**src/hw/rtl/htsc_pkg.sv**
```systemverilog
// ----------------------------------------------------------------------------
// htsc_pkg
// Types, character codes and script text constants of the page converter.
// ----------------------------------------------------------------------------
package htsc_pkg;

  typedef struct packed {
    logic [7:0] in_byte;
    logic       is_end;
  } in_beat_t;

  typedef struct packed {
    logic [7:0] out_byte;
    logic       byte_valid;
    logic       last_of_run;
    logic       script_done;
  } out_beat_t;

  // Output segments, in the order they are sent within one item.
  localparam int NSEG  = 8;
  localparam int SEG_W = 3;
  localparam logic [SEG_W-1:0] SEG_HDR     = 3'd0;
  localparam logic [SEG_W-1:0] SEG_RAWOPEN = 3'd1;
  localparam logic [SEG_W-1:0] SEG_LT      = 3'd2;
  localparam logic [SEG_W-1:0] SEG_PCT     = 3'd3;
  localparam logic [SEG_W-1:0] SEG_EMOPEN  = 3'd4;
  localparam logic [SEG_W-1:0] SEG_CHR     = 3'd5;
  localparam logic [SEG_W-1:0] SEG_CLOSE   = 3'd6;
  localparam logic [SEG_W-1:0] SEG_EMCLOSE = 3'd7;

  localparam int OFF_W = 4;

  // One classified item: which segments to send and the data byte.
  typedef struct packed {
    logic [NSEG-1:0] segs;
    logic            chr_esc;
    logic [7:0]      chr_byte;
    logic            is_end;
  } job_t;

  typedef struct packed {
    logic valid;
    job_t job;
  } job_port_t;

  localparam int Q_DEPTH = 4;
  localparam int Q_AW    = 2;

  localparam logic [7:0] CH_LT   = 8'h3C;
  localparam logic [7:0] CH_PCT  = 8'h25;
  localparam logic [7:0] CH_GT   = 8'h3E;
  localparam logic [7:0] CH_EQ   = 8'h3D;
  localparam logic [7:0] CH_QUOT = 8'h22;
  localparam logic [7:0] CH_NL   = 8'h0A;
  localparam logic [7:0] CH_CR   = 8'h0D;
  localparam logic [7:0] CH_BSL  = 8'h5C;
  localparam logic [7:0] CH_N    = 8'h6E;

  localparam logic [7:0] HDR_TXT [10] = '{"u", "s", "e", " ", "h", "t", "t", "p", ";", 8'h0A};
  localparam logic [7:0] RAWOPEN_TXT [15] = '{"W", "r", "i", "t", "e", "H", "t", "m", "l",
                                              "R", "a", "w", "(", " ", 8'h22};
  localparam logic [7:0] EMOPEN_TXT [14] = '{"W", "r", "i", "t", "e", "H", "t", "m", "l",
                                             "R", "a", "w", "(", " "};
  localparam logic [7:0] CLOSE_TXT [4]   = '{8'h22, ")", ";", 8'h0A};
  localparam logic [7:0] EMCLOSE_TXT [4] = '{" ", ")", ";", 8'h0A};

  // Lowest pending segment of a mask.
  function automatic logic [SEG_W-1:0] first_seg(input logic [NSEG-1:0] m);
    logic [SEG_W-1:0] r;
    r = '0;
    for (int i = NSEG - 1; i >= 0; i--) begin
      if (m[i]) begin
        r = SEG_W'(i);
      end
    end
    return r;
  endfunction

  // Offset of the final byte of a fixed segment.
  function automatic logic [OFF_W-1:0] seg_last(input logic [SEG_W-1:0] seg);
    logic [OFF_W-1:0] r;
    unique case (seg)
      SEG_HDR:     r = 4'd9;
      SEG_RAWOPEN: r = 4'd14;
      SEG_EMOPEN:  r = 4'd13;
      SEG_CLOSE:   r = 4'd3;
      SEG_EMCLOSE: r = 4'd3;
      default:     r = 4'd0;
    endcase
    return r;
  endfunction

  // Byte of a fixed segment at an offset.
  function automatic logic [7:0] seg_const_byte(input logic [SEG_W-1:0] seg,
                                                input logic [OFF_W-1:0] off);
    logic [7:0] r;
    unique case (seg)
      SEG_HDR:     r = HDR_TXT[off];
      SEG_RAWOPEN: r = RAWOPEN_TXT[off];
      SEG_LT:      r = CH_LT;
      SEG_PCT:     r = CH_PCT;
      SEG_EMOPEN:  r = EMOPEN_TXT[off];
      SEG_CLOSE:   r = CLOSE_TXT[off[1:0]];
      SEG_EMCLOSE: r = EMCLOSE_TXT[off[1:0]];
      default:     r = 8'h00;
    endcase
    return r;
  endfunction

endpackage

```
**src/hw/rtl/htsc_front.sv**
```systemverilog
// ----------------------------------------------------------------------------
// htsc_front
// Accepts page bytes, tracks the parse state and classifies each beat.
// ----------------------------------------------------------------------------
module htsc_front (
  input  logic                clk,
  input  logic                rst_n,
  input  logic                in_valid,
  output logic                in_ready,
  input  htsc_pkg::in_beat_t  in_data,
  input  logic                q_full,
  output htsc_pkg::job_port_t push
);
  import htsc_pkg::*;

  logic header_sent_r, header_sent_nxt;
  logic in_code_r, in_code_nxt;
  logic held_lt_r, held_lt_nxt;
  logic held_pct_r, held_pct_nxt;
  logic just_opened_r, just_opened_nxt;
  logic emit_r, emit_nxt;
  logic tco_r, tco_nxt;

  logic       accept;
  logic [7:0] c;
  logic       is_end;
  job_t       job;

  assign in_ready = !q_full;
  assign accept   = in_valid && in_ready;
  assign c        = in_data.in_byte;
  assign is_end   = in_data.is_end || (c == 8'h00);

  always_comb begin
    header_sent_nxt = 1'b1;
    in_code_nxt     = in_code_r;
    held_lt_nxt     = held_lt_r;
    held_pct_nxt    = held_pct_r;
    just_opened_nxt = just_opened_r;
    emit_nxt        = emit_r;
    tco_nxt         = tco_r;

    job                   = '0;
    job.segs[SEG_HDR]     = !header_sent_r;
    job.is_end            = is_end;
    job.chr_byte          = c;

    if (is_end) begin
      if (held_lt_r) begin
        job.segs[SEG_RAWOPEN] = !tco_r;
        job.segs[SEG_LT]      = 1'b1;
      end
      job.segs[SEG_PCT]   = held_pct_r;
      job.segs[SEG_CLOSE] = tco_r || held_lt_r;
      header_sent_nxt = 1'b0;
      in_code_nxt     = 1'b0;
      held_lt_nxt     = 1'b0;
      held_pct_nxt    = 1'b0;
      just_opened_nxt = 1'b0;
      emit_nxt        = 1'b0;
      tco_nxt         = 1'b0;
    end else if (in_code_r) begin
      if (just_opened_r) begin
        just_opened_nxt = 1'b0;
        if (c == CH_EQ) begin
          emit_nxt               = 1'b1;
          job.segs[SEG_EMOPEN]   = 1'b1;
        end else if (c == CH_PCT) begin
          held_pct_nxt = 1'b1;
        end else begin
          job.segs[SEG_CHR] = 1'b1;
        end
      end else if (held_pct_r) begin
        held_pct_nxt = 1'b0;
        if (c == CH_GT) begin
          in_code_nxt           = 1'b0;
          job.segs[SEG_EMCLOSE] = emit_r;
          emit_nxt              = 1'b0;
        end else begin
          job.segs[SEG_PCT] = 1'b1;
          if (c == CH_PCT) begin
            held_pct_nxt = 1'b1;
          end else begin
            job.segs[SEG_CHR] = 1'b1;
          end
        end
      end else if (c == CH_PCT) begin
        held_pct_nxt = 1'b1;
      end else begin
        job.segs[SEG_CHR] = 1'b1;
      end
    end else begin
      if (held_lt_r && (c == CH_PCT)) begin
        held_lt_nxt         = 1'b0;
        job.segs[SEG_CLOSE] = tco_r;
        tco_nxt             = 1'b0;
        in_code_nxt         = 1'b1;
        just_opened_nxt     = 1'b1;
      end else begin
        // A held '<' that starts no code region goes out as text first.
        if (held_lt_r) begin
          job.segs[SEG_LT] = 1'b1;
        end
        held_lt_nxt = (c == CH_LT);
        if ((c != CH_LT) && (c != CH_CR)) begin
          job.segs[SEG_CHR] = 1'b1;
          job.chr_esc       = (c == CH_QUOT) || (c == CH_NL);
          job.chr_byte      = (c == CH_NL) ? CH_N : c;
        end
        if (job.segs[SEG_LT] || job.segs[SEG_CHR]) begin
          job.segs[SEG_RAWOPEN] = !tco_r;
          tco_nxt               = 1'b1;
        end
      end
    end
  end

  assign push.valid = accept;
  assign push.job   = job;

  always_ff @(posedge clk) begin
    if (!rst_n) begin
      header_sent_r <= 1'b0;
      in_code_r     <= 1'b0;
      held_lt_r     <= 1'b0;
      held_pct_r    <= 1'b0;
      just_opened_r <= 1'b0;
      emit_r        <= 1'b0;
      tco_r         <= 1'b0;
    end else if (accept) begin
      header_sent_r <= header_sent_nxt;
      in_code_r     <= in_code_nxt;
      held_lt_r     <= held_lt_nxt;
      held_pct_r    <= held_pct_nxt;
      just_opened_r <= just_opened_nxt;
      emit_r        <= emit_nxt;
      tco_r         <= tco_nxt;
    end
  end

endmodule

```
**src/hw/rtl/htsc_queue.sv**
```systemverilog
// ----------------------------------------------------------------------------
// htsc_queue
// Short job queue between the classifier and the byte sequencer.
// ----------------------------------------------------------------------------
module htsc_queue (
  input  logic                clk,
  input  logic                rst_n,
  input  htsc_pkg::job_port_t push,
  input  logic                pop,
  output logic                full,
  output htsc_pkg::job_port_t head
);
  import htsc_pkg::*;

  job_t            mem_r [Q_DEPTH];
  logic [Q_AW-1:0] wr_ptr_r, rd_ptr_r;
  logic [Q_AW:0]   cnt_r, cnt_nxt;
  logic            do_push, do_pop;

  assign full       = (cnt_r == (Q_AW + 1)'(Q_DEPTH));
  assign do_push    = push.valid && !full;
  assign do_pop     = pop && (cnt_r != '0);
  assign head.valid = (cnt_r != '0);
  assign head.job   = mem_r[rd_ptr_r];

  always_comb begin
    cnt_nxt = cnt_r;
    if (do_push && !do_pop) begin
      cnt_nxt = cnt_r + 1'b1;
    end else if (do_pop && !do_push) begin
      cnt_nxt = cnt_r - 1'b1;
    end
  end

  always_ff @(posedge clk) begin
    if (do_push) begin
      mem_r[wr_ptr_r] <= push.job;
    end
  end

  always_ff @(posedge clk) begin
    if (!rst_n) begin
      wr_ptr_r <= '0;
      rd_ptr_r <= '0;
      cnt_r    <= '0;
    end else begin
      cnt_r <= cnt_nxt;
      if (do_push) begin
        wr_ptr_r <= wr_ptr_r + 1'b1;
      end
      if (do_pop) begin
        rd_ptr_r <= rd_ptr_r + 1'b1;
      end
    end
  end

endmodule

```
**src/hw/rtl/htsc_back.sv**
```systemverilog
// ----------------------------------------------------------------------------
// htsc_back
// Walks the segments of the head job and sends one script byte per cycle while the receiver is ready.
// ----------------------------------------------------------------------------
module htsc_back (
  input  logic                 clk,
  input  logic                 rst_n,
  input  htsc_pkg::job_port_t  head,
  output logic                 pop,
  output logic                 out_valid,
  input  logic                 out_ready,
  output htsc_pkg::out_beat_t  out_data
);
  import htsc_pkg::*;

  logic [NSEG-1:0]  done_r, done_nxt;
  logic [OFF_W-1:0] off_r, off_nxt;
  logic             out_valid_r;
  out_beat_t        out_data_r;

  logic [NSEG-1:0]  rem, rest;
  logic [SEG_W-1:0] seg;
  logic [OFF_W-1:0] last_off;
  logic             empty_job, last_in_seg, last, load_ok, fire;
  out_beat_t        beat;

  assign rem         = head.job.segs & ~done_r;
  assign seg         = first_seg(rem);
  assign empty_job   = (rem == '0);
  assign last_off    = (seg == SEG_CHR) ? {3'b000, head.job.chr_esc} : seg_last(seg);
  assign last_in_seg = (off_r == last_off);
  assign rest        = rem & ~(NSEG'(1) << seg);
  assign last        = empty_job || (last_in_seg && (rest == '0));
  assign load_ok     = !out_valid_r || out_ready;
  assign fire        = head.valid && load_ok;
  assign pop         = fire && last;

  always_comb begin
    beat = '0;
    if (!empty_job) begin
      beat.byte_valid = 1'b1;
      if (seg == SEG_CHR) begin
        beat.out_byte = (head.job.chr_esc && (off_r == '0)) ? CH_BSL : head.job.chr_byte;
      end else begin
        beat.out_byte = seg_const_byte(seg, off_r);
      end
    end
    beat.last_of_run = last;
    beat.script_done = last && head.job.is_end;
  end

  always_comb begin
    done_nxt = done_r;
    off_nxt  = off_r;
    if (fire) begin
      if (last) begin
        done_nxt = '0;
        off_nxt  = '0;
      end else if (last_in_seg) begin
        done_nxt = done_r | (NSEG'(1) << seg);
        off_nxt  = '0;
      end else begin
        off_nxt = off_r + 1'b1;
      end
    end
  end

  always_ff @(posedge clk) begin
    if (!rst_n) begin
      done_r      <= '0;
      off_r       <= '0;
      out_valid_r <= 1'b0;
    end else begin
      done_r <= done_nxt;
      off_r  <= off_nxt;
      if (load_ok) begin
        out_valid_r <= head.valid;
      end
    end
  end

  always_ff @(posedge clk) begin
    if (fire) begin
      out_data_r <= beat;
    end
  end

  assign out_valid = out_valid_r;
  assign out_data  = out_data_r;

endmodule

```
**src/hw/rtl/html_template_to_script_converter_unit.sv**
```systemverilog
// ----------------------------------------------------------------------------
// html_template_to_script_converter_unit
// Converts a template page, byte by byte, into script text.
// ----------------------------------------------------------------------------
// Usage: page bytes arrive on the in_ channel (in_valid / in_ready, payload
// in_data) and script bytes leave on the out_ channel (out_valid /
// out_ready, payload out_data), one byte per beat. Every input beat yields
// one or more output beats; the final one carries last_of_run, and an input
// beat that produces no text yields a single beat with byte_valid low.
// An input beat with is_end set or a zero byte ends the page: held markers
// are flushed, an open raw-write call is closed, script_done marks the final
// output beat, and the parser rearms for the next page, header included.
// Path: with the queue empty, an accepted input beat is written into the job
// queue, and its first output beat is then loaded into the output register,
// where the receiver can take it.
// Throughput: while the receiver is ready, the output register sends one byte
// per cycle; an input beat produces 1 to 30 bytes, so beats that produce one
// byte flow at one per cycle. A four-entry job queue lets the
// input run ahead of a long burst or a stalled receiver, and in_ready drops
// only when that queue is full.
// Reset: synchronous, active low; clears the parse state, the queue and the
// output valid flag. A stalled receiver simply holds the current output beat.
// ----------------------------------------------------------------------------
module html_template_to_script_converter_unit (
  input  logic                clk,
  input  logic                rst_n,
  input  logic                in_valid,
  output logic                in_ready,
  input  htsc_pkg::in_beat_t  in_data,
  output logic                out_valid,
  input  logic                out_ready,
  output htsc_pkg::out_beat_t out_data
);
  import htsc_pkg::*;

  // Classified jobs flow from the front end into the queue.
  job_port_t push;
  // The head of the queue is what the sequencer is working on.
  job_port_t head;
  logic      q_full;
  logic      pop;

  // Front end: parse state and one job per accepted page byte.
  htsc_front u_front (
    .clk      (clk),
    .rst_n    (rst_n),
    .in_valid (in_valid),
    .in_ready (in_ready),
    .in_data  (in_data),
    .q_full   (q_full),
    .push     (push)
  );

  // Decoupling queue, so the front end can stall independently of the output.
  htsc_queue u_queue (
    .clk   (clk),
    .rst_n (rst_n),
    .push  (push),
    .pop   (pop),
    .full  (q_full),
    .head  (head)
  );

  // Back end: emits the segments of the head job, one byte per cycle while the
  // receiver is ready, and pops the job with its final byte.
  htsc_back u_back (
    .clk       (clk),
    .rst_n     (rst_n),
    .head      (head),
    .pop       (pop),
    .out_valid (out_valid),
    .out_ready (out_ready),
    .out_data  (out_data)
  );

endmodule

```
**config.mk**
```make
export PLATFORM = sky130hd
export DESIGN_NAME = html_template_to_script_converter_unit
export DESIGN_NICKNAME = d
export VERILOG_FILES = /design/src/hw/rtl/htsc_pkg.sv /design/src/hw/rtl/htsc_front.sv /design/src/hw/rtl/htsc_queue.sv /design/src/hw/rtl/htsc_back.sv /design/src/hw/rtl/html_template_to_script_converter_unit.sv
export SDC_FILE = /design/constraint.sdc
export NUM_CORES = 1
export LEC_CHECK = 0
export BUFFER_PORTS_ARGS = -buffer_cell sky130_fd_sc_hd__buf_2
export CAP_MARGIN = 40
export CORE_ASPECT_RATIO = 0.75
export CORE_MARGIN = 8
export CORE_UTILIZATION = 66
export CTS_CLUSTER_DIAMETER = 100
export DETAILED_ROUTE_END_ITERATION = 7
export PLACE_DENSITY_LB_ADDON = 0.2
export SLEW_MARGIN = 15
export SYNTH_ARGS = -nofsm -noshare
export SYNTH_HDL_FRONTEND = slang
export SYNTH_HIERARCHICAL = 1
export SYNTH_SLANG_ARGS = --single-unit
```
**constraint.sdc**
```tcl
create_clock -name clk -period 6 [get_ports clk]
set_input_delay 0.3 -clock clk [delete_from_list [all_inputs] [get_ports clk]]
set_output_delay 0.3 -clock clk [all_outputs]
set_load 0.02 [all_outputs]
```
== Yosys cells after proc, flatten, opt, wreduce, memory -nomap -nowiden ==
Memories as Yosys holds them, arrays and structs flattened. A register that Yosys moved wholly into a read port is not among the register bits.
Index checks and enable logic that the tools add are counted.

* Register bits: 38
* RAM bits: 72
* ROM bits: 384
* Bits of input ports: 13
* Output and inout port bits: 13
* Memories: 4

* Add/sub/neg operators: 5
* Magnitude comparators: 2
* Eq/ne operators: 21
* Shift operators: 1
* Mux-type cells: 106
* Bitwise gates (word level): 7
* Reductions and logical operators: 44

{| class="wikitable"
|+ Memory list
! name !! depth !! bits a word !! read ports !! clocked after Yosys merged registers in !! wr ports !! RTL line !! source
|-
| (name not given) || 16 || 8 || 1 || 0 || 0 || htsc_pkg.sv:98 || <nowiki>SEG_HDR: r = HDR_TXT[off];</nowiki>
|-
| (name not given) || 16 || 8 || 1 || 0 || 0 || htsc_pkg.sv:99 || <nowiki>SEG_RAWOPEN: r = RAWOPEN_TXT[off];</nowiki>
|-
| (name not given) || 16 || 8 || 1 || 0 || 0 || htsc_pkg.sv:102 || <nowiki>SEG_EMOPEN: r = EMOPEN_TXT[off];</nowiki>
|-
| u_queue.mem_r || 4 || 18 || 1 || 1 || 1 || htsc_queue.sv:15 || <nowiki>job_t mem_r [Q_DEPTH];</nowiki>
|}

{| class="wikitable"
|+ Operator list
! cell !! count
|-
| $mux W8 || 15
|-
| $mux W1 || 62
|-
| $pmux W8 S7 || 1
|-
| $eq A8 B6 Y1 const B || 5
|-
| $mux W9 || 4
|-
| $mux W3 || 11
|-
| $bmux W8 S2 || 2
|-
| $logic_not A8 Y1 || 3
|-
| $and A8 B8 Y8 || 2
|-
| $not A8 Y8 || 2
|-
| $pmux W4 S4 || 1
|-
| $eq A3 B3 Y1 const B || 5
|-
| $reduce_bool A3 Y1 || 5
|-
| $mux W2 || 7
|-
| $logic_and A1 B1 Y1 || 12
|-
| $mux W4 || 3
|-
| $ne A3 B3 Y1 const B || 3
|-
| $eq A8 B4 Y1 const B || 1
|-
| $ne A8 B4 Y1 const B || 1
|-
| $ne A8 B6 Y1 const B || 1
|-
| $or A8 B8 Y8 || 1
|-
| $shl A1 B3 Y8 const A || 1
|-
| $eq A3 B2 Y1 const B || 2
|-
| $logic_not A1 Y1 || 6
|-
| 20 further kinds || 30
|}

== Logic depth before layout (Yosys ltp) ==
Gate-level depths: netlist of the first run.

* Depth after elaboration: 22
* Gate-level depth with buffers: 18
* Gate-level depth less buffers: 15

== Cells and area by module ==
Netlist of the first run, hierarchy kept.

{| class="wikitable"
|+ By module, submodules not included
! module !! times used !! cells each !! area each (µm²)
|-
| htsc_queue || 1 || 142 || 3125.5
|-
| htsc_back || 1 || 228 || 1888.1
|-
| htsc_front || 1 || 98 || 789.5
|}

== Worst setup path before layout of the first run ==
Ideal clock, no wire load.

* Path type: register to register
* From: register with a tool-made name
* To: register u_queue.cnt_r[2]
* Data arrival time: 3.979 ns
* Required time: 5.924 ns
* Slack: 1.946 ns
* Stages on the path, launching flop included: 18
* Path buffers: 2
* Period minus slack after synthesis: 4.054 ns
* Cell sequence: dfxtp_1 > buf_6 > buf_12 > mux4_2 > or2b_2 > nand4_4 > or4_1 > a2111o_1 > a21oi_2 > o211ai_1 > a21oi_4 > o31ai_2 > ha_1 > inv_1 > fa_1 > xor2_1 > or3_1 > a21boi_0

{| class="wikitable"
|+ RTL lines
! item !! RTL line !! source
|-
| end signal: assignment || htsc_queue.sv:47 || <nowiki>cnt_r <= cnt_nxt;</nowiki>
|-
| end: declaration || htsc_queue.sv:17 || <nowiki>logic [Q_AW:0] cnt_r, cnt_nxt;</nowiki>
|}

==> summary.txt, run 1 <==
Die
  – Core region area: 8490 um^2
  – Starting Density: 0.683
  – Ports: 26
  – Die area: 12100 um^2
  – Die W: 124 um
  – Die height: 97.2 um
  – Num rows: 29

Placement
  – IO buf count: 25
  – Inst Count DP: 581
  – Dpl ws: 1.37 ns
  – Post-DP HPWL: 9.02 mm
  – GPL Wtd Cong: 0.938

Logic synthesis
  – Post-synthesis simple-gate area fraction: 0.161
  – Mapped Avg Cell Area: 12.4 um^2
  – Post-synth EDFFs: 83
  – Synth warnings: 6
  – Syn Nets: 495
  – Syn Inst Count: 468
  – Sequential-to-total area share from yosys stat: 0.530
  – XOR/XNOR share of the synthesized area: 0.00755
  – Multiplexer area fraction after synthesis: 0.0871
  – Post-Synth Adder-Cell Area: 0.0315
  – Synthesized area: 5800 um^2
  – Top FF cell, synth: edfxtp_1
  – FFs w/ async S/R, synth: 0
  – Cell variety after synth: 84
  – Main combinational cell family by area after synthesis: simple AND/OR/NAND/NOR gates
  – Synth Area in Compound Gates: 0.141
  – Yosys reg bits: 112

Pwr
  – Worst vdd ir: 0.244 mV
  – Reg power frac: 0.455
  – Leakage power: 0.00213 uW
  – Internal power: 1540 uW
  – Sw frac: 0.349
  – Power, Total: 2370 uW
  – Logic gate share of total power: 0.314
  – Clock share of power: 0.231
  – Power Density: 380 nW/um^2
  – Switch Pwr: 825 uW

Setup path
  – Worst Path Required: 6.26 ns
  – CP max stage delay: 0.89 ns
  – Crit path DAT: 4.98 ns
  – Critical Path Fanout Max: 18
  – Worst R2R Path Depth: 15
  – CP Launch Type: register
  – Worst Setup End Kind: register
  – Setup CP Type: reg2reg
  – CP Cell Sequence: mux4_1 > or2b_2 > nand4_4 > or4_1 > a2111o_1 > a21oi_2 > o211ai_1 > a21oi_4 > o31ai_2 > ha_1 > inv_1 > fa_1 > xor2_1 > or3_1 > a21boi_0
  – Worst path slowest cell: dfxtp_1

STA
  – Worst Tran Pin Value: 0.865 ns
  – Final worst path period need: 4.72 ns
  – Period utilization: 0.786
  – Slew Limit Fails: 0
  – Setup TNS: 0 ns
  – Setup ws final: 1.28 ns
  – Final setup viols: 0
  – Worst Skew: 0.0117 ns
  – RSZ-0062 raised after global routing: no
  – Slew headroom: 0.423
  – F_max: 212 MHz
  – Final Hold Fails: 0

Final layout
  – Commonest non-fill, non-tap cell in the layout: edfxtp_1
  – Most frequent cells in the layout: edfxtp_1 (83), nor2_1 (31), dfxtp_1 (29), nand2_1 (28), buf_2 (26)
  – Finished Core Util: 0.734
  – Fin cells: 597
  – Nets: 511
  – Share of post-route cells with drive strength above 1: 0.186
  – N_diodes: 0
  – Area Overhead vs Synth: 7.40%

GRT
  – Pin count of the biggest net entering global routing: 32
  – Tot GR Track Use: 0.211
  – First-pass GRT wire length: 21.0 mm
  – Vias in the first global route: 3955
  – Initial antenna violation count: 0
  – Overflow after GRT: 0

Clock network
  – H-tree Lvls: 3
  – CTS Buf Count: 9
  – Clock slew seen by the registers of the worst setup and hold paths: 0.07 ns
  – CTS tree: built
  – Post-cts sizing count: 0
  – Clk_lat worst skew: 0.34 ns
  – Sink Count: 112
  – Root Driver: clkbuf_16
  – Post-CTS setup buffers: 0
  – Hold_buf cts: 0
  – Max Root-Sink Buffers: 2

Routing
  – Vias: 4126
  – 1st-pass router iterations: 6
  – 1st-iter DRT viols: 621
  – Routed wire length: 12.7 mm
  – Avg Vias per Cell: 6.91
  – WL per Instance: 21.3 um
  – Antenna Nets Post-Route: 0
  – # DRC: 0

Job
  – Max Cap Viol: 0

Hold path
  – Hold path cells: 1
  – HP Class: in2reg

Status
  – Outcome: completed
layer usage:
| metal | vias to the layer above | wire length (um) | part of all wire | global-route usage |
|---|---|---|---|---|
| li1 | 1845 | - | - | - |
| met2 | 221 | 5920 | 0.47 | 0.342 |
| met5 | - | 0 | 0 | 0 |
| met3 | 42 | 939 | 0.074 | 0.0365 |
| met4 | 0 | 337 | 0.027 | 0.0831 |
| met1 | 2018 | 5510 | 0.43 | 0.276 |
final cells by class:
cell class	count	area [um^2]
clock inverter	5	38.8
multi-input combinational	311	2490
fill	564	2260
timing repair buffer	31	194
tap	108	135
inverter	19	71.3
sequential	112	3070
clock buffer	11	233
power by group through the flow:
stage               logic [uW]  clock network, uW  registers (uW)
global route               806                584            1090
CTS                        733                558            1080
floorplan                  491                  0            1110
finish                     743                546            1080
global placement           693                  0            1080
detailed placement         728                  0            1090
cells by family (layout without fill, tap and decap cells):
group | Yosys count | count (layout)
flops | 112 | 112
compound gates | 114 | 114
fa+ha+maj | 14 | 14
simple gates | 152 | 152
buf+inv | 45 | 66
mux | 26 | 26
xor+xnor | 5 | 5
worst max-delay path: cells and delay by family, from the launching register on:
| kind | cells | cell delay (ns) |
|---|---|---|
| XOR/XNOR | 1 | 0.07 |
| multiplexers | 1 | 0.45 |
| flip-flops | 1 | 0.89 |
| AND/OR/NAND/NOR | 4 | 1.25 |
| adder cells (fa/ha/maj) | 2 | 0.42 |
| buffers and inverters | 1 | 0.07 |
| AO/OA/AOI/OAI | 6 | 1.49 |
final timing paths:
path	slack, ns	from	to
setup / recovery	1.28	register	u_queue/cnt_r[2]$_SDFFE_PN0P_
hold / removal	0.26	in_data[8]	u_queue/mem_r[2][8]$_DFFE_PP_
setup reg to reg	1.28	register	u_queue/cnt_r[2]$_SDFFE_PN0P_
hold reg to reg	0.50	u_front/header_sent_r$_SDFFE_PN0P_	u_front/header_sent_r$_SDFFE_PN0P_
flip-flops by register name (all words and copies together), names as in the netlist, named ones only:
signal                 flops
u_front/just_opened_r      1
u_front/header_sent_r      1
u_front/held_lt_r          1
u_queue/wr_ptr_r           2
u_back/out_data           11
u_front/in_code_r          1
u_queue/cnt_r              3
u_queue/mem_r             72
u_back/done_r              8
u_back/out_valid           1
u_front/emit_r             1
u_front/tco_r              1
u_back/off_r               4
u_front/held_pct_r         1
u_queue/rd_ptr_r           2
synthesized netlist by cell type, types with 4 or more instances:
cell type,n,area [um^2]
nor3b_2,5,62.6
nand2_1,28,105
buf_4,4,30.0
a21oi_1,25,125
o21ai_0,22,110
buf_6,4,45.0
a41oi_1,4,35.0
nor3_1,6,30.0
inv_1,16,60.1
clkbuf_1,13,48.8
mux4_2,13,293
a211oi_1,5,37.5
nor3b_1,5,37.5
or2b_2,4,35.0
or3_1,5,31.3
and2_1,14,87.6
dfxtp_1,29,581
nor2_1,31,116
a21boi_0,5,37.5
edfxtp_1,83,2490
mux4_1,5,131
ha_1,13,163
o211ai_1,4,30.0
nand3_1,8,40.0
nand4_1,4,25.0
mux2i_1,7,70.1
a22o_1,4,35.0
a31oi_1,6,37.5
nand2b_1,7,43.8
nor2b_1,12,75.1
stage by stage:
| step | cell area, um^2 | hold slack [ns] |
|---|---|---|
| 2_1_floorplan | 5800 | 0.429 |
| 3_3_place_gp | 5900 | 0.480 |
| 3_5_place_dp | 5960 | 0.484 |
| 4_1_cts | 6230 | 0.254 |
| 5_1_grt | 6230 | 0.270 |
| 6_report | 6230 | 0.262 |
No activity file was read; power rests on OpenSTA's default activity.
==> run 2, diff against run 1 <==
--- a/config.mk
+++ b/config.mk
@@ -9,7 +9,7 @@
 export CAP_MARGIN = 40
 export CORE_ASPECT_RATIO = 0.75
 export CORE_MARGIN = 8
-export CORE_UTILIZATION = 66
+export CORE_UTILIZATION = 62
 export CTS_CLUSTER_DIAMETER = 100
 export DETAILED_ROUTE_END_ITERATION = 7
 export PLACE_DENSITY_LB_ADDON = 0.2
==> constraint.sdc (replaced) <==
create_clock -name clk -period 4.77 [get_ports clk]
set_input_delay 0.2385 -clock clk [delete_from_list [all_inputs] [get_ports clk]]
set_output_delay 0.2385 -clock clk [all_outputs]
set_load 0.02 [all_outputs]
==> run 2 against run 1 <==
  * Non-clock buffer count up 4
  * Count of clock-buffer cells in the layout decreased by 2
  * Critical path type unchanged
  * Largest cell class unchanged
  * Critical path depth is the same
  * Maximum frequency increased by 7.5%
  * Final area up 1.8%
  * Clock skew fell by 0.0034 ns
==> summary.txt, run 2 (synthesized netlist as in run 1, its figures left out) <==
Die
  – Num rows: 30 (was 29)
  – Die height: 99.8 um (was 97.2 um)
  – Die W: 128 um (was 124 um)
  – Starting Density: 0.639 (was 0.683)
  – Die area: 12700 um^2 (was 12100 um^2)
  – Core region area: 9080 um^2 (was 8490 um^2)
  – Ports: 26 (unchanged)

Setup path
  – Worst Path Required: 5.04 ns (was 6.26 ns)
  – Setup CP Type: reg2reg (unchanged)
  – CP max stage delay: 0.67 ns (was 0.89 ns)
  – Critical Path Fanout Max: 9 (was 18)
  – Worst Setup End Kind: register (unchanged)
  – CP Launch Type: register (unchanged)
  – Worst path slowest cell: dfxtp_1 (unchanged)
  – CP Cell Sequence: mux4_1 > or2b_2 > nand4_4 > or4_1 > a2111o_1 > a21oi_2 > o211ai_1 > a21oi_4 > o31ai_2 > ha_1 > inv_1 > fa_1 > xor2_1 > or3_1 > a21boi_0 (unchanged)
  – Crit path DAT: 4.66 ns (was 4.98 ns)

STA
  – Setup TNS: 0 ns (unchanged)
  – Slew Limit Fails: 0 (unchanged)
  – F_max: 228 MHz (was 212 MHz)
  – Worst Tran Pin Value: 0.911 ns (was 0.865 ns)
  – Worst Skew: 0.00833 ns (was 0.0117 ns)
  – Final Hold Fails: 0 (unchanged)
  – Final worst path period need: 4.39 ns (was 4.72 ns)
  – Setup ws final: 0.379 ns (was 1.28 ns)
  – Period utilization: 0.920 (was 0.786)
  – Slew headroom: 0.389 (was 0.423)
  – Final setup viols: 0 (unchanged)
  – RSZ-0062 raised after global routing: no (unchanged)

Placement
  – IO buf count: 25 (unchanged)
  – Dpl ws: 0.388 ns (was 1.37 ns)
  – Post-DP HPWL: 9.54 mm (was 9.02 mm)
  – GPL Wtd Cong: 0.981 (was 0.938)

Routing
  – Antenna Nets Post-Route: 0 (unchanged)
  – 1st-pass router iterations: 5 (was 6)
  – # DRC: 0 (unchanged)
  – Routed wire length: 13.3 mm (was 12.7 mm)
  – 1st-iter DRT viols: 545 (was 621)
  – Avg Vias per Cell: 6.46 (was 6.91)
  – WL per Instance: 21.5 um (was 21.3 um)
  – Vias: 4014 (was 4126)

Final layout
  – Register area: 3070 um^2 (unchanged)
  – Most frequent cells in the layout: edfxtp_1 (83), nor2_1 (31), dfxtp_1 (29), nand2_1 (28) (was edfxtp_1 (83), nor2_1 (31), dfxtp_1 (29), nand2_1 (28), buf_2 (26))
  – Biggest register: u_queue/mem_r (unchanged)
  – Nets: 515 (was 511)
  – Share of post-route cells with drive strength above 1: 0.197 (was 0.186)
  – Multi-input gate area: 2490 um^2 (unchanged)
  – Area Overhead vs Synth: 9.29% (was 7.40%)
  – N_diodes: 0 (unchanged)
  – Commonest non-fill, non-tap cell in the layout: edfxtp_1 (unchanged)
  – Fillers: 691 (was 564)
  – Number of flip-flops in the largest register: 72 (unchanged)

GRT
  – Initial antenna violation count: 0 (unchanged)
  – Vias in the first global route: 3891 (was 3955)
  – Overflow after GRT: 0 (unchanged)
  – Tot GR Track Use: 0.219 (was 0.211)
  – Pin count of the biggest net entering global routing: 32 (unchanged)
  – First-pass GRT wire length: 21.5 mm (was 21.0 mm)

Pwr
  – Leakage power: 0.00217 uW (was 0.00213 uW)
  – Worst vdd ir: 0.325 mV (was 0.244 mV)
  – Power Density: 485 nW/um^2 (was 380 nW/um^2)

Clock network
  – Sink Count: 112 (unchanged)
  – Clock slew seen by the registers of the worst setup and hold paths: 0.07 ns (about the same)
  – Hold_buf cts: 0 (unchanged)
  – CTS Buf Count: 9 (unchanged)
  – CTS tree: built (unchanged)
  – Max Root-Sink Buffers: 2 (unchanged)
  – Clk_lat worst skew: 0.35 ns (was 0.34 ns)
  – H-tree Lvls: 3 (unchanged)
  – Post-cts sizing count: 0 (unchanged)
  – Post-CTS setup buffers: 0 (unchanged)
  – Root Driver: clkbuf_16 (unchanged)

Status
  – Outcome: completed (unchanged)

Job
  – Max Cap Viol: 0 (unchanged)

Hold path
  – HP Class: in2reg (unchanged)
run 2: changes by cell type in the layout (fill, tap and decap cells not counted), sizes merged:
cell	before	now
buf	31	35
bufinv	0	1
clkbuf	11	9
clkinv	4	6
inv	20	19
run 2: critical path, delay by kind of cell, from the launching register on:
family                   cells  cell delay (ns)
AO/OA/AOI/OAI                6             1.18
XOR/XNOR                     1             0.08
adder cells (fa/ha/maj)      2             0.39
buffers and inverters        1             0.08
flip-flops                   1             0.67
multiplexers                 1             0.67
AND/OR/NAND/NOR              4             1.25
run 2: per-layer routing:
| layer | vias to the layer above | global-route usage | routed length, um |
|---|---|---|---|
| met1 | 1987 | 0.300 | 5970 |
| met5 | - | 0 | 0 |
| met2 | 165 | 0.346 | 6270 |
| met4 | 0 | 0.0628 | 211 |
| met3 | 19 | 0.0429 | 875 |
| li1 | 1843 | - | - |
run 2: cell type report:
| cell class | instances | area share |
|---|---|---|
| clock buffer | 9 | 0.0355 |
| clock inverter | 7 | 0.0150 |
| inverter | 19 | 0.0112 |
| multi-input combinational | 311 | 0.392 |
| sequential | 112 | 0.485 |
| tap | 128 | 0.0253 |
| timing repair buffer | 35 | 0.0363 |
run 2: path summary, 6_finish.rpt:
path              slack, ns  cells past startpoint                            endpoint                                from
setup / recovery       0.38                     15       u_queue/cnt_r[2]$_SDFFE_PN0P_                            register
hold / removal         0.19                      3       u_back/out_valid$_SDFFE_PN0N_                           out_ready
setup reg to reg       0.38                     15       u_queue/cnt_r[2]$_SDFFE_PN0P_                            register
hold reg to reg        0.49                      2  u_front/header_sent_r$_SDFFE_PN0P_  u_front/header_sent_r$_SDFFE_PN0P_
run 2: stage by stage:
| step | area, um^2 | hold WS, ns | total power [uW] | std cells | util |
|---|---|---|---|---|---|
| after floorplan | 5800 | 0.367 | 2010 | 468 | - |
| after global placement | 5960 | 0.470 | 2240 | 601 | 0.656 |
| after detailed placement | 6020 | 0.484 | 2290 | 605 | 0.663 |
| after CTS | 6340 | 0.181 | 3080 | 621 | 0.698 |
| after global routing | 6340 | 0.202 | 3220 | 621 | 0.698 |
| final | 6340 | 0.188 | 3080 | 621 | 0.698 |
run 2: power breakdown:
part           total (uW)  internal (uW)  switching, uW
sequential           1350           1260           92.6
combinational         939            324            615
clock                 790            423            367
total                3080           2000           1070
==> run 3, diff against run 2 <==
--- a/config.mk
+++ b/config.mk
@@ -7,12 +7,12 @@
 export LEC_CHECK = 0
 export BUFFER_PORTS_ARGS = -buffer_cell sky130_fd_sc_hd__buf_2
 export CAP_MARGIN = 40
-export CORE_ASPECT_RATIO = 0.75
-export CORE_MARGIN = 8
+export CORE_ASPECT_RATIO = 1.4
 export CORE_UTILIZATION = 62
 export CTS_CLUSTER_DIAMETER = 100
 export DETAILED_ROUTE_END_ITERATION = 7
 export PLACE_DENSITY_LB_ADDON = 0.2
+export REMOVE_ABC_BUFFERS = 1
 export SLEW_MARGIN = 15
 export SYNTH_ARGS = -nofsm -noshare
 export SYNTH_HDL_FRONTEND = slang
==> run 3 against run 2 <==
  * Setup slack better by 0.12 ns
  * Critical endpoint unchanged
  * Maximum frequency up 2.9%
  * Critical path depth stayed put
  * Largest power group unchanged
  * Largest cell class unchanged
  * Wire length down 2.6%
  * Final area fell by 0.37%
  * Combinational power is essentially flat
  * Via count fell by 1.6%
  * Clock power is essentially flat
==> summary.txt, run 3 (synthesized netlist as in run 1, its figures left out) <==
Die
  – Core region area: 9030 um^2 (was 9080 um^2)
  – Starting Density: 0.643 (was 0.639)
  – Ports: 26 (unchanged)
  – Die height: 116 um (was 99.8 um)
  – Num rows: 41 (was 30)
  – Die W: 83.8 um (was 128 um)
  – Die area: 9760 um^2 (was 12700 um^2)

Placement
  – IO buf count: 25 (unchanged)
  – DP Area: 6000 um^2 (was 6020 um^2)
  – Post-DP HPWL: 9.37 mm (was 9.54 mm)
  – GPL Wtd Cong: 0.993 (was 0.981)

Final layout
  – Fillers: 643 (was 691)
  – Commonest non-fill, non-tap cell in the layout: edfxtp_1 (unchanged)
  – Nets: 515 (unchanged)
  – Final Cell Area: 6320 um^2 (was 6340 um^2)
  – Most frequent cells in the layout: edfxtp_1 (83), nor2_1 (31), nand2_1 (28), dfxtp_1 (28) (was edfxtp_1 (83), nor2_1 (31), dfxtp_1 (29), nand2_1 (28))
  – Number of flip-flops in the largest register: 72 (unchanged)
  – Area Overhead vs Synth: 8.88% (was 9.29%)
  – N_diodes: 0 (unchanged)
  – Biggest register: u_queue/mem_r (unchanged)
  – Share of post-route cells with drive strength above 1: 0.197 (unchanged)

STA
  – RSZ-0062 raised after global routing: no (unchanged)
  – Setup TNS: 0 ns (unchanged)
  – Period utilization: 0.894 (was 0.920)
  – Worst Tran Pin Value: 0.752 ns (was 0.911 ns)
  – Final worst path period need: 4.27 ns (was 4.39 ns)
  – Final setup viols: 0 (unchanged)
  – Final Hold Fails: 0 (unchanged)
  – Slew Limit Fails: 0 (unchanged)
  – Worst Skew: 0.00864 ns (was 0.00833 ns)
  – F_max: 234 MHz (was 228 MHz)
  – Slew headroom: 0.492 (was 0.389)

Clock network
  – Clk_lat worst skew: 0.35 ns (about the same)
  – Post-CTS setup buffers: 0 (unchanged)
  – Sink Count: 112 (unchanged)
  – H-tree Lvls: 3 (unchanged)
  – Clock slew seen by the registers of the worst setup and hold paths: 0.07 ns (about the same)
  – CTS Buf Count: 9 (unchanged)
  – Max Root-Sink Buffers: 2 (unchanged)
  – CTS tree: built (unchanged)
  – Root Driver: clkbuf_16 (unchanged)

Job
  – Max Cap Viol: 0 (unchanged)

Setup path
  – CP max stage delay: 0.62 ns (was 0.67 ns)
  – Critical Path Fanout Max: 9 (unchanged)
  – CP Cell Sequence: mux4_1 > nor2b_1 > nor4_2 > o21ai_0 > o2111ai_1 > a21oi_2 > o211ai_1 > a21oi_4 > o31ai_2 > ha_1 > inv_1 > fa_1 > xor2_1 > or3_1 > a21boi_0 (was mux4_1 > or2b_2 > nand4_4 > or4_1 > a2111o_1 > a21oi_2 > o211ai_1 > a21oi_4 > o31ai_2 > ha_1 > inv_1 > fa_1 > xor2_1 > or3_1 > a21boi_0)
  – Crit path DAT: 4.54 ns (was 4.66 ns)
  – Crit path max-delay family: compound AO/OA/AOI/OAI gates (was simple AND/OR/NAND/NOR gates)
  – Worst Path Required: 5.04 ns (about the same)
  – CP Launch Type: register (unchanged)
  – Worst path slowest cell: mux4_1 (was dfxtp_1)
  – CP bufs+invs: 1 (unchanged)
  – Worst Setup End Kind: register (unchanged)
  – Setup CP Type: reg2reg (unchanged)

GRT
  – Overflow after GRT: 0 (unchanged)
  – Initial antenna violation count: 1 (was 0)
  – Tot GR Track Use: 0.286 (was 0.219)
  – First-pass GRT wire length: 20.8 mm (was 21.5 mm)
  – Vias in the first global route: 3922 (was 3891)
  – Pin count of the biggest net entering global routing: 32 (unchanged)

Routing
  – Antenna Nets Post-Route: 0 (unchanged)
  – WL per Instance: 21.6 um (was 21.5 um)
  – Routed wire length: 13.0 mm (was 13.3 mm)
  – Avg Vias per Cell: 6.58 (was 6.46)
  – 1st-iter DRT viols: 238 (was 545)
  – 1st-pass router iterations: 5 (unchanged)
  – Vias: 3949 (was 4014)
  – # DRC: 0 (unchanged)

Hold path
  – HP Class: in2reg (unchanged)

Pwr
  – Worst vdd ir: 0.369 mV (was 0.325 mV)
  – Power Density: 487 nW/um^2 (was 485 nW/um^2)
  – Leakage power: 0.00216 uW (was 0.00217 uW)

Status
  – Outcome: completed (unchanged)
[run 3: cell count changes in the layout (fill, tap and decap cells not counted), sizes merged]
cell	change
bufinv	+1
clkinvlp	+2
inv	-3
[run 3: routing by layer]
layer,global-route usage,routed length [um],vias to the layer above,part of all wire
li1,-,-,1846,-
met1,0.323,4930,1905,0.38
met2,0.525,6910,155,0.53
met3,0.0530,593,41,0.046
met4,0.139,540,2,0.042
met5,0,13,-,0.0010
[run 3: stage by stage]
stage          std cells  total power [uW]  hold WS, ns   util  setup slack (ns)
3_5_place_dp         584              2290        0.483  0.664             0.380
4_1_cts              600              3080        0.177  0.700             0.337
3_3_place_gp         580              2240        0.459  0.657             0.487
5_1_grt              600              3230        0.191  0.700             0.190
2_1_floorplan        442              1980        0.337      -             0.234
6_report             600              3080        0.197  0.700             0.504
[run 3: timing repair]
| item | CTS | global route |
|---|---|---|
| gates resized for setup | 0 | 1 |
| setup endpoints to repair | 0 | 1 |
| hold endpoints to repair | 0 | 0 |
| hold buffers | 0 | 0 |
[run 3: report_power, final]
group,leakage (uW),internal [uW],switching [uW]
clock,0.000149,460,329
combinational,0.00101,326,613
sequential,0.00100,1260,91.8
total,0.00216,2040,1030
[run 3: path summary, 6_finish.rpt]
kind / endpoint / startpoint / slack [ns] / cells after the start
min reg2reg: u_front/header_sent_r$_SDFFE_PN0P_ / u_front/header_sent_r$_SDFFE_PN0P_ / 0.49 / 2
min: u_queue/mem_r[2][8]$_DFFE_PP_ / in_data[8] / 0.20 / 1
max: u_queue/cnt_r[2]$_SDFFE_PN0P_ / register / 0.50 / 15
max reg2reg: u_queue/cnt_r[2]$_SDFFE_PN0P_ / register / 0.50 / 15
[run 3: area by class of cell]
type / count / area, um^2 / area share
tap: 107 / 134 / 0.0212
multi-input combinational: 311 / 2490 / 0.394
clock buffer: 9 / 225 / 0.0356
inverter: 19 / 71.3 / 0.0113
timing repair buffer: 35 / 230 / 0.0364
sequential: 112 / 3070 / 0.487
clock inverter: 7 / 96.3 / 0.0152
[run 3: worst reg2reg max path, stage by stage, from the launching register on]
cell and delay, ns:
dfxtp_2 0.49, mux4_1 0.62, nor2b_1 0.22, nor4_2 0.52
o21ai_0 0.21, o2111ai_1 0.17, a21oi_2 0.09, o211ai_1 0.30
a21oi_4 0.10, o31ai_2 0.10, ha_1 0.25, inv_1 0.06
fa_1 0.38, xor2_1 0.18, or3_1 0.30, a21boi_0 0.18
